$ cat config.mk
export PLATFORM = sky130hd
export DESIGN_NAME = sustain_pedal_note_holder_flat
export DESIGN_NICKNAME = d
export VERILOG_FILES = /design/src/design/spnh_pkg.sv /design/src/design/spnh_if.sv /design/src/design/sustain_pedal_note_holder.sv /design/src/design/spnh_useq.sv /design/src/flat_wrapper.sv
export VERILOG_INCLUDE_DIRS = /design/src /design/src/design
export SDC_FILE = /design/constraint.sdc
export NUM_CORES = 1
export LEC_CHECK = 0
export BUFFER_PORTS_ARGS = -buffer_cell sky130_fd_sc_hd__buf_2
export CAP_MARGIN = 20
export CORE_AREA = 2 2 153 110
export CTS_BUF_LIST = sky130_fd_sc_hd__clkbuf_8 sky130_fd_sc_hd__clkbuf_16
export DETAILED_ROUTE_END_ITERATION = 6
export DIE_AREA = 0 0 155 112
export HOLD_SLACK_MARGIN = 0.1
export PLACE_DENSITY = 0.66
export SYNTH_ARGS = -nofsm -noshare
export SYNTH_HDL_FRONTEND = slang
export SYNTH_HIERARCHICAL = 1
export SYNTH_SLANG_ARGS = --single-unit
$ cat constraint.sdc
create_clock -name clk_i -period 3.08 [get_ports clk_i]
set_input_delay 0.308 -clock clk_i [delete_from_list [all_inputs] [get_ports clk_i]]
set_output_delay 0.308 -clock clk_i [all_outputs]
set_load 0.02 [all_outputs]
$ cat src/design/assert_macros.svh
// Assertion macros for the design files; sustain_pedal_note_holder uses them.
// Needs clk_i and rst_ni in the scope that uses them.
`ifndef ASSERT_MACROS_SVH
`define ASSERT_MACROS_SVH

// check a property on every rising clock edge outside reset
`define AST_PROP(lbl, prop, msg) \
  lbl: assert property (@(posedge clk_i) disable iff (!rst_ni) (prop)) else $error(msg);

// check that a condition never holds
`define AST_NEVER(lbl, cond, msg) \
  `AST_PROP(lbl, !(cond), msg)

`endif

$ cat src/design/spnh_pkg.sv
// Types, constants and microcode table of the sustain pedal note holder.
// No dependencies.
`timescale 1ns / 1ps
`default_nettype none
package spnh_pkg;

  localparam int unsigned NoteW = 7;
  localparam int unsigned ReqW  = 3;
  localparam int unsigned PcW   = 4;

  typedef enum logic [ReqW-1:0] {
    REQ_PITCH = 3'd0,
    REQ_VEL   = 3'd1,
    REQ_PEDAL = 3'd2,
    REQ_LIST  = 3'd3,
    REQ_CLEAR = 3'd4
  } req_e;

  typedef enum logic [2:0] {
    OP_WAIT,
    OP_SETPED,
    OP_POP,
    OP_EMIT,
    OP_SETVEL,
    OP_PITCH,
    OP_CLEAR
  } op_e;

  typedef enum logic [2:0] {
    C_NEXT,
    C_ALWAYS,
    C_PED_NZ,
    C_CNT_Z,
    C_DISPATCH
  } cond_e;

  typedef struct packed {
    op_e            op;
    cond_e          cond;
    logic [PcW-1:0] target;
    logic           last_ok;
  } ucode_t;

  typedef struct packed {
    logic            accept;
    logic [ReqW-1:0] req_type;
    logic            ped_nz;
    logic            cnt_z;
    logic            stall;
  } stat_t;

  localparam logic [PcW-1:0] STEP_IDLE   = 4'd0;
  localparam logic [PcW-1:0] STEP_P_SET  = 4'd1;
  localparam logic [PcW-1:0] STEP_P_POP  = 4'd2;
  localparam logic [PcW-1:0] STEP_P_EMIT = 4'd3;
  localparam logic [PcW-1:0] STEP_L_SET  = 4'd4;
  localparam logic [PcW-1:0] STEP_L_POP  = 4'd5;
  localparam logic [PcW-1:0] STEP_L_EMIT = 4'd6;
  localparam logic [PcW-1:0] STEP_L_VEL  = 4'd7;
  localparam logic [PcW-1:0] STEP_PITCH  = 4'd8;
  localparam logic [PcW-1:0] STEP_VEL    = 4'd9;
  localparam logic [PcW-1:0] STEP_CLR    = 4'd10;

  function automatic ucode_t ucode_rom(input logic [PcW-1:0] pc);
    ucode_t w;
    w = '{op: OP_WAIT, cond: C_DISPATCH, target: STEP_IDLE, last_ok: 1'b0};
    case (pc)
      STEP_P_SET:  w = '{op: OP_SETPED, cond: C_PED_NZ, target: STEP_IDLE,  last_ok: 1'b0};
      STEP_P_POP:  w = '{op: OP_POP,    cond: C_CNT_Z,  target: STEP_IDLE,  last_ok: 1'b0};
      STEP_P_EMIT: w = '{op: OP_EMIT,   cond: C_ALWAYS, target: STEP_P_POP, last_ok: 1'b1};
      STEP_L_SET:  w = '{op: OP_SETPED, cond: C_PED_NZ, target: STEP_L_VEL, last_ok: 1'b0};
      STEP_L_POP:  w = '{op: OP_POP,    cond: C_CNT_Z,  target: STEP_L_VEL, last_ok: 1'b0};
      STEP_L_EMIT: w = '{op: OP_EMIT,   cond: C_ALWAYS, target: STEP_L_POP, last_ok: 1'b0};
      STEP_L_VEL:  w = '{op: OP_SETVEL, cond: C_NEXT,   target: STEP_IDLE,  last_ok: 1'b0};
      STEP_PITCH:  w = '{op: OP_PITCH,  cond: C_ALWAYS, target: STEP_IDLE,  last_ok: 1'b0};
      STEP_VEL:    w = '{op: OP_SETVEL, cond: C_ALWAYS, target: STEP_IDLE,  last_ok: 1'b0};
      STEP_CLR:    w = '{op: OP_CLEAR,  cond: C_ALWAYS, target: STEP_IDLE,  last_ok: 1'b0};
      default:     w = '{op: OP_WAIT, cond: C_DISPATCH, target: STEP_IDLE, last_ok: 1'b0};
    endcase
    return w;
  endfunction

  function automatic logic [PcW-1:0] entry_pc(input logic [ReqW-1:0] req);
    logic [PcW-1:0] pc;
    case (req)
      REQ_PITCH: pc = STEP_PITCH;
      REQ_VEL:   pc = STEP_VEL;
      REQ_PEDAL: pc = STEP_P_SET;
      REQ_LIST:  pc = STEP_L_SET;
      REQ_CLEAR: pc = STEP_CLR;
      default:   pc = STEP_IDLE;
    endcase
    return pc;
  endfunction

endpackage
`default_nettype wire

$ cat src/design/spnh_if.sv
// Valid/ready channel interfaces for request and note transactions.
// Depends on spnh_pkg.
`timescale 1ns / 1ps
`default_nettype none
interface spnh_in_if;
  import spnh_pkg::*;
  logic             valid;
  logic             ready;
  logic [ReqW-1:0]  req_type;
  logic [NoteW-1:0] note_pitch;
  logic [NoteW-1:0] note_velocity;
  logic [NoteW-1:0] pedal_level;
  modport source (output valid, req_type, note_pitch, note_velocity, pedal_level,
                  input ready);
  modport sink   (input valid, req_type, note_pitch, note_velocity, pedal_level,
                  output ready);
endinterface

interface spnh_out_if;
  import spnh_pkg::*;
  logic             valid;
  logic             ready;
  logic [NoteW-1:0] out_pitch;
  logic [NoteW-1:0] out_velocity;
  logic             last_of_run;
  logic             overflow;
  modport source (output valid, out_pitch, out_velocity, last_of_run, overflow,
                  input ready);
  modport sink   (input valid, out_pitch, out_velocity, last_of_run, overflow,
                  output ready);
endinterface
`default_nettype wire

$ cat src/design/sustain_pedal_note_holder.sv
// Sustain pedal note holder: request latch, hold stack and note output register.
// Depends on spnh_pkg, spnh_if, spnh_useq and assert_macros.svh.
//
// Takes one request transaction at a time and answers with note transactions.
// A pedal release, also one within a list request, drains the held notes;
// each held note costs two microcode steps, one to read the stack memory
// through its registered read port and one to load the output register.
// Notes wait in a single output register, so a slow sink stalls the drain
// loop but never the acceptance of the next request once the sequencer is
// back at its idle step.
`timescale 1ns / 1ps
`default_nettype none
`include "assert_macros.svh"
module sustain_pedal_note_holder #(
  parameter int unsigned STACK_DEPTH = 16
) (
  input  logic        clk_i,
  input  logic        rst_ni,
  spnh_in_if.sink     in_i,
  spnh_out_if.source  out_o
);
  import spnh_pkg::*;

  localparam int unsigned CW = $clog2(STACK_DEPTH + 1);
  localparam int unsigned AW = (STACK_DEPTH > 1) ? $clog2(STACK_DEPTH) : 1;

  ucode_t ctrl;
  stat_t  stat;

  logic [ReqW-1:0]  req_q;
  logic [NoteW-1:0] pitch_q, vel_in_q, ped_in_q;
  logic [NoteW-1:0] vel_q, vel_d, pedal_q, pedal_d;
  logic [CW-1:0]    cnt_q, cnt_d, cnt_m1;
  logic [NoteW-1:0] mem [STACK_DEPTH];
  logic [NoteW-1:0] rd_q;
  logic             accept, cnt_z, cnt_full, stall, push, pop;
  logic             load, ovf_d, last_d;
  logic [NoteW-1:0] opitch_d, ovel_d;
  logic             out_v_q, out_v_d;
  logic [NoteW-1:0] opitch_q, ovel_q;
  logic             olast_q, oovf_q;

  spnh_useq u_useq (
    .clk_i  (clk_i),
    .rst_ni (rst_ni),
    .stat_i (stat),
    .ctrl_o (ctrl)
  );

  assign in_i.ready = (ctrl.op == OP_WAIT);
  assign accept     = in_i.valid && in_i.ready;
  assign cnt_z      = (cnt_q == '0);
  assign cnt_full   = (cnt_q >= CW'(STACK_DEPTH));
  assign cnt_m1     = cnt_q - 1'b1;
  assign stall      = ((ctrl.op == OP_EMIT) || (ctrl.op == OP_PITCH)) &&
                      out_v_q && !out_o.ready;

  assign stat = '{accept: accept, req_type: in_i.req_type, ped_nz: (ped_in_q != '0),
                  cnt_z: cnt_z, stall: stall};

  always_comb begin
    vel_d    = vel_q;
    pedal_d  = pedal_q;
    cnt_d    = cnt_q;
    push     = 1'b0;
    pop      = 1'b0;
    load     = 1'b0;
    opitch_d = pitch_q;
    ovel_d   = '0;
    last_d   = 1'b0;
    ovf_d    = 1'b0;
    if (!stall) begin
      case (ctrl.op)
        OP_SETPED: pedal_d = ped_in_q;
        OP_SETVEL: vel_d = vel_in_q;
        OP_CLEAR:  cnt_d = '0;
        OP_POP: begin
          if (!cnt_z) begin
            pop   = 1'b1;
            cnt_d = cnt_m1;
          end
        end
        OP_EMIT: begin
          load     = 1'b1;
          opitch_d = rd_q;
          last_d   = ctrl.last_ok && cnt_z;
        end
        OP_PITCH: begin
          if ((vel_q != '0) || (pedal_q == '0)) begin
            load   = 1'b1;
            ovel_d = vel_q;
            last_d = 1'b1;
          end else if (!cnt_full) begin
            push  = 1'b1;
            cnt_d = cnt_q + 1'b1;
          end else begin
            load   = 1'b1;
            last_d = 1'b1;
            ovf_d  = 1'b1;
          end
        end
        default: ;
      endcase
    end
  end

  always_comb begin
    out_v_d = out_v_q;
    if (load) begin
      out_v_d = 1'b1;
    end else if (out_o.ready) begin
      out_v_d = 1'b0;
    end
  end

  always_ff @(posedge clk_i or negedge rst_ni) begin
    if (!rst_ni) begin
      vel_q   <= '0;
      pedal_q <= '0;
      cnt_q   <= '0;
      out_v_q <= 1'b0;
    end else begin
      vel_q   <= vel_d;
      pedal_q <= pedal_d;
      cnt_q   <= cnt_d;
      out_v_q <= out_v_d;
    end
  end

  always_ff @(posedge clk_i) begin
    if (accept) begin
      req_q    <= in_i.req_type;
      pitch_q  <= in_i.note_pitch;
      vel_in_q <= in_i.note_velocity;
      ped_in_q <= in_i.pedal_level;
    end
    if (load) begin
      opitch_q <= opitch_d;
      ovel_q   <= ovel_d;
      olast_q  <= last_d;
      oovf_q   <= ovf_d;
    end
  end

  always_ff @(posedge clk_i) begin
    if (push) begin
      mem[cnt_q[AW-1:0]] <= pitch_q;
    end
    if (pop) begin
      rd_q <= mem[cnt_m1[AW-1:0]];
    end
  end

  assign out_o.valid        = out_v_q;
  assign out_o.out_pitch    = opitch_q;
  assign out_o.out_velocity = ovel_q;
  assign out_o.last_of_run  = olast_q;
  assign out_o.overflow     = oovf_q;

  `AST_NEVER(a_cnt_bound, cnt_q > CW'(STACK_DEPTH), "hold count above stack depth")
  `AST_PROP(a_ovf_full, (load && ovf_d) |-> (cnt_q == CW'(STACK_DEPTH)), "overflow with room")
  `AST_PROP(a_pop_dec, pop |=> (cnt_q == $past(cnt_m1)), "pop did not decrement count")
  `AST_PROP(a_list_req, (ctrl.op == OP_PITCH) |-> (req_q == REQ_PITCH || req_q == REQ_LIST),
            "pitch step outside pitch or list request")

endmodule
`default_nettype wire

$ cat src/design/spnh_useq.sv
// Microcode sequencer: step counter, control table lookup and jump logic.
// Depends on spnh_pkg.
`timescale 1ns / 1ps
`default_nettype none
module spnh_useq (
  input  logic            clk_i,
  input  logic            rst_ni,
  input  spnh_pkg::stat_t stat_i,
  output spnh_pkg::ucode_t ctrl_o
);
  import spnh_pkg::*;

  logic [PcW-1:0] pc_q, pc_d;
  ucode_t         w;

  assign w      = ucode_rom(pc_q);
  assign ctrl_o = w;

  always_comb begin
    pc_d = pc_q;
    if (!stat_i.stall) begin
      case (w.cond)
        C_NEXT:     pc_d = pc_q + 1'b1;
        C_ALWAYS:   pc_d = w.target;
        C_PED_NZ:   pc_d = stat_i.ped_nz ? w.target : pc_q + 1'b1;
        C_CNT_Z:    pc_d = stat_i.cnt_z ? w.target : pc_q + 1'b1;
        C_DISPATCH: pc_d = stat_i.accept ? entry_pc(stat_i.req_type) : pc_q;
        default:    pc_d = STEP_IDLE;
      endcase
    end
  end

  always_ff @(posedge clk_i or negedge rst_ni) begin
    if (!rst_ni) begin
      pc_q <= STEP_IDLE;
    end else begin
      pc_q <= pc_d;
    end
  end

endmodule
`default_nettype wire

$ cat src/flat_wrapper.sv
// flat-port wrapper written by rule: the top's interface ports become plain ports
module sustain_pedal_note_holder_flat import spnh_pkg::*;
#(
  parameter int unsigned STACK_DEPTH = 16
)
  (clk_i, rst_ni, in_i_valid, in_i_req_type, in_i_note_pitch, in_i_note_velocity, in_i_pedal_level, in_i_ready, out_o_valid, out_o_out_pitch, out_o_out_velocity, out_o_last_of_run, out_o_overflow, out_o_ready);
  spnh_in_if in_i_i ();
  spnh_out_if out_o_i ();
  input  logic clk_i;
  input  logic rst_ni;
  input wire logic [$bits(in_i_i.valid)-1:0] in_i_valid;
  input wire logic [$bits(in_i_i.req_type)-1:0] in_i_req_type;
  input wire logic [$bits(in_i_i.note_pitch)-1:0] in_i_note_pitch;
  input wire logic [$bits(in_i_i.note_velocity)-1:0] in_i_note_velocity;
  input wire logic [$bits(in_i_i.pedal_level)-1:0] in_i_pedal_level;
  output wire logic [$bits(in_i_i.ready)-1:0] in_i_ready;
  output wire logic [$bits(out_o_i.valid)-1:0] out_o_valid;
  output wire logic [$bits(out_o_i.out_pitch)-1:0] out_o_out_pitch;
  output wire logic [$bits(out_o_i.out_velocity)-1:0] out_o_out_velocity;
  output wire logic [$bits(out_o_i.last_of_run)-1:0] out_o_last_of_run;
  output wire logic [$bits(out_o_i.overflow)-1:0] out_o_overflow;
  input wire logic [$bits(out_o_i.ready)-1:0] out_o_ready;
  assign in_i_i.valid = in_i_valid;
  assign in_i_i.req_type = in_i_req_type;
  assign in_i_i.note_pitch = in_i_note_pitch;
  assign in_i_i.note_velocity = in_i_note_velocity;
  assign in_i_i.pedal_level = in_i_pedal_level;
  assign in_i_ready = in_i_i.ready;
  assign out_o_valid = out_o_i.valid;
  assign out_o_out_pitch = out_o_i.out_pitch;
  assign out_o_out_velocity = out_o_i.out_velocity;
  assign out_o_last_of_run = out_o_i.last_of_run;
  assign out_o_overflow = out_o_i.overflow;
  assign out_o_i.ready = out_o_ready;
  sustain_pedal_note_holder #(.STACK_DEPTH(STACK_DEPTH)) u_core (.clk_i(clk_i), .rst_ni(rst_ni), .in_i(in_i_i), .out_o(out_o_i));
endmodule
; ---- After elaboration in Yosys (flattened, before gate mapping)
; Memory sizes are Yosys's and may differ from the RTL's. A register that Yosys moved wholly into a read port is not among the register bits.
; Cells that the tools add are included.
[totals]
n_memories = 2
inputBits = 28
output_inout_bits = 18
ff_bits = 61
ramBits = 112
wordCells = 88
mem_bits_ro = 160
[classes]
n_lt_le_gt_ge = 1
reduce_logical = 22
muxes = 27
addsub = 3
bitwise_logic = 3
n_eq_ne = 18
[memory_table]
columns = name, depth, width, rd, rd_clocked_by_memory_dff, write_ports, line_no
row1 = (name not given), 16, 10, 1, 0, 0, spnh_pkg.sv:67  ; case (pc)
row2 = u_core.mem, 16, 7, 1, 1, 1, sustain_pedal_note_holder.sv:34  ; logic [NoteW-1:0] mem [STACK_DEPTH];
[op_table]
columns = operator, count
row1 = $pmux W4 S5, 2
row2 = $eq A3 B2 Y1 const B, 6
row3 = $eq A3 B3 Y1 const B, 5
row4 = $mux W5, 3
row5 = $pmux W5 S3, 1
row6 = $mux W1, 14
row7 = $mux W7, 2
row8 = $reduce_bool A7 Y1, 2
row9 = $mux W4, 3
row10 = $eq A3 B1 Y1 const B, 3
row11 = $logic_not A3 Y1, 3
row12 = $logic_not A7 Y1, 1
row13 = $ne A2 B2 Y1 const B, 3
row14 = $reduce_and A2 Y1, 3
row15 = $reduce_or A3 Y1, 2
row16 = $add A5 B1 Y5 const B, 1
row17 = $ge A5 B5 Y1 const B, 1
row18 = $logic_not A5 Y1, 1
row19 = $reduce_and A5 Y1, 1
row20 = $sub A5 B1 Y5 const B, 1
row21 = $add A4 B1 Y4 const B, 1
row22 = $logic_and A1 B1 Y1, 4
row23 = $pmux W1 S2, 2
row24 = $not A1 Y1, 3
row25 = other kinds (5), 6

; ---- Logic depth before layout (Yosys ltp)
; An unclocked memory read counts as a cell.
[depth]
ltp_word = 8
depth_mapped = 13
ltp_nobuf = 10

; ---- Modules after synthesis
; Netlist, hierarchy kept.
[by_module_without_submodules]
columns = mod, area_each_um2, seq_area_each_um2, instances, cells_per_inst
row1 = sustain_pedal_note_holder, 7126.8, 5185.0, 1, 384
row2 = spnh_useq, 714.4, 100.1, 1, 99

; ---- Worst setup path after synthesis
; No wires, ideal clock.
[synth_timing]
path_type = reg2reg
from = reg u_core.u_useq.pc_q[1]
to = reg u_core.u_useq.pc_q[1]
path_buffers = 3
setup_ps = 76
setup_slack_ps = -449
t_required_ps = 3004
period_less_slack_ps = 3529
stages_incl_launch_ff = 14
t_arrival_ps = 3453
cell_sequence = dfrtp_1 buf_2 inv_1 ha_1 buf_4 nor2b_1 nand2_1 o21ai_0 buf_2 nor3_1 and2_1 or3b_1 a21o_1 o21ai_1
[synth_rtl]
columns = item, line_no
row1 = from (decl), spnh_useq.sv:13  ; logic [PcW-1:0] pc_q, pc_d;
row2 = from (signal assigned), spnh_useq.sv:37  ; pc_q <= pc_d;

==> results by group <==
Drt
  • DRC errors left: 0
  • Via count: 4597
  • 1st-iter DRT viols: 330
  • First drt pass iteration count: 5
  • Via density: 5.73
  • Post-route ant nets: 0
  • Drt total wl: 16.3 mm
  • Routed len/inst: 20.3 um

Power
  • Switching part of the total power: 36.7%
  • Combinational share of power: 40.3%
  • Max IR drop VDD: 0.000530 V
  • Sequential power share: 37.7%
  • Sw power: 3.42 mW
  • P_leak: 3.29 nW
  • Clock power frac: 21.9%
  • Total Power: 9.31 mW
  • Pwr/cell area: 997 nW/um^2
  • Internal power: 5.89 mW

Floorplan
  • DIE WIDTH: 155 um
  • Starting density of the core: 49.0%
  • # IOs: 46
  • Core area: 16000 um^2
  • Total Die Area: 17400 um^2
  • Die H: 112 um
  • Rows: 39

Hold path
  • Type of the worst min-delay path: in -> reg
  • Hold EP: u_core/u_useq/pc_q[3]
  • Hold path depth: 4
  • Worst Min Path Start: in_i_req_type[1]

Worst setup path
  • Worst-path fanout max: 11
  • R2r setup slk: 200 ps
  • Worst Setup Start Kind: flip-flop
  • CP endpoint kind: flip-flop
  • Worst Path Required: 3210 ps
  • Depth of the worst register-to-register path: 11
  • Critical setup path kind: reg -> reg
  • CP arrival: 3010 ps
  • Critical R2R Launch: u_core/u_useq/pc_q[0]
  • R2R Path End: u_core/mem[8][6]

Timing
  • Min Tclk post-route: 2880 ps
  • Fmax: 348 MHz
  • Actual slew at the worst max-slew pin: 881 ps
  • Final period util: 93.4%
  • Final hold slack: 322 ps
  • Final Hold Viols: 0
  • Skew final: 13.1 ps
  • Max Slew Vio Count: 0
  • Final setup violation count: 0
  • RSZ-0062 raised after global routing: no
  • Slew HR: 41.1%

GRT
  • Initial antenna violation count: 0
  • Total grt overflow: 0
  • Largest net degree at the start of global routing: 36
  • Number of global-route vias before repair: 4610
  • First-pass GRT wire length: 25.9 mm
  • Total GRT Usage: 20.0%

Layout
  • Area Overhead vs Synth: 19.3%
  • Antenna Cells: 0
  • Fin nets: 624
  • Fin util: 58.5%
  • Share of layout cells above drive strength 1: 31.7%
  • Layout Cells excl Fill: 802

Clock network
  • Clock sinks: 180
  • Worst-path clk slew: 70 ps
  • Clk Latency, worst-skew pair: 430 ps
  • H-tree Lvls: 4
  • Post-CTS setup buffer count: 0
  • CTS Buf Count: 17
  • CTS tree: done
  • CTS max path bufs: 2
  • Clock root cell: clkbuf_16

Run status
  • Status: complete, no violations

Yosys
  • Avg Synthesized Cell Area: 16.3 um^2
  • Syn_nets: 520
  • Syn Inst Count: 480
  • Yosys warning count: 6
  • Synthesized area: 7820 um^2

Place
  • Placed insts: 748
  • Post-DP HPWL: 11.2 mm
  • GP Congestion: 0.884
  • # port buffers: 45

Flow run
  • Max Cap Viol: 0
-- area by class of cell --
cell class	count	area [um^2]
inverters	14	52.6
fillers	1227	6620
clock buffers	17	425
multi-input cells	262	2410
repair buffers	109	761
flip-flops and latches	180	5290
well taps	205	256
clock inverters	15	140
-- power groups by stage --
stage	clock (mW)	sequential [mW]	combinational (mW)
3_5_place_dp	0	3.56	3.70
4_1_cts	2.08	3.51	3.73
6_report	2.04	3.51	3.76
5_1_grt	2.19	3.56	4.06
2_1_floorplan	0	3.53	2.59
3_3_place_gp	0	3.54	3.64
-- registers in the layout (all words and copies together) (netlist names) --
register,cells
u_core/cnt_q,5
u_core/mem,112
u_core/out_o.last_of_run,1
u_core/out_o.out_pitch,7
u_core/out_o.out_velocity,7
u_core/out_o.overflow,1
u_core/out_o.valid,1
u_core/ped_in_q,7
u_core/pedal_q,7
u_core/pitch_q,7
u_core/rd_q,7
u_core/u_useq/pc_q,4
u_core/vel_in_q,7
u_core/vel_q,7
-- metrics by stage --
step / setup TNS (ps) / area [um^2] / worst slack, ps
global placement: 0 / 8530 / 180
finish: 0 / 9330 / 205
global route: 0 / 9330 / 45.4
floorplan: -2150 / 7870 / -133
CTS: 0 / 9320 / 39.8
detailed placement: 0 / 8530 / 63.9
-- routing by layer --
| layer | track usage (%) | vias to the layer above | part of all wire, % |
|---|---|---|---|
| li1 | - | 2112 | - |
| met1 | 31.4 | 2308 | 50 |
| met2 | 27.9 | 161 | 43 |
| met3 | 4.52 | 16 | 6.2 |
| met4 | 5.86 | 0 | 1.2 |
| met5 | 0 | - | 0 |
-- what timing repair did --
action / in CTS / in global routing
hold endpoints to repair: 45 / 0
gates resized for setup: 0 / 4
setup endpoints to repair: 0 / 63
hold buffers: 22 / 0
-- worst max path at each step --
stage | startpoint | to | slack [ps] | cells past startpoint
2_1_floorplan | u_core/u_useq/pc_q[1] | u_core/mem[1][0] | -130 | 11
3_3_place_gp | u_core/u_useq/pc_q[0] | u_core/mem[1][0] | 180 | 11
3_5_place_dp | u_core/u_useq/pc_q[0] | u_core/mem[1][1] | 60 | 11
4_1_cts | u_core/u_useq/pc_q[0] | u_core/mem[1][2] | 40 | 11
5_1_grt | u_core/u_useq/pc_q[0] | u_core/mem[1][2] | 50 | 11
6_report | u_core/u_useq/pc_q[0] | u_core/mem[8][6] | 200 | 11
-- critical path, cell delays in order, from the launching register on --
cell	delay, ps
dfrtp_1	440
inv_1	140
ha_2	290
o21ai_0	120
a221oi_2	260
buf_4	230
nand3b_4	100
buf_4	180
nor2_1	150
nand4b_1	240
nor3_2	210
buf_4	230
-- cells in the final DEF (no fill, tap or decap), drive strengths merged, types with 3 or more instances in the layout --
cell         instances
mux2                23
dlygate4sd3         22
o21ai               12
nand3                6
o221ai               3
nor2b               14
and3                 9
clkinv               7
clkbuf              17
nor4                 3
nor2                20
nor3                 9
nor3b                7
o22ai                3
nand4                3
a211oi              11
buf                 87
dfrtp               24
nand2b               6
a21oi               17
nand2               21
o211ai               4
or3                  3
mux4                28
inv                 22
mux2i               10
a21o                 3
edfxtp             156
ha                  12
Power figures use the tool's default switching activity.
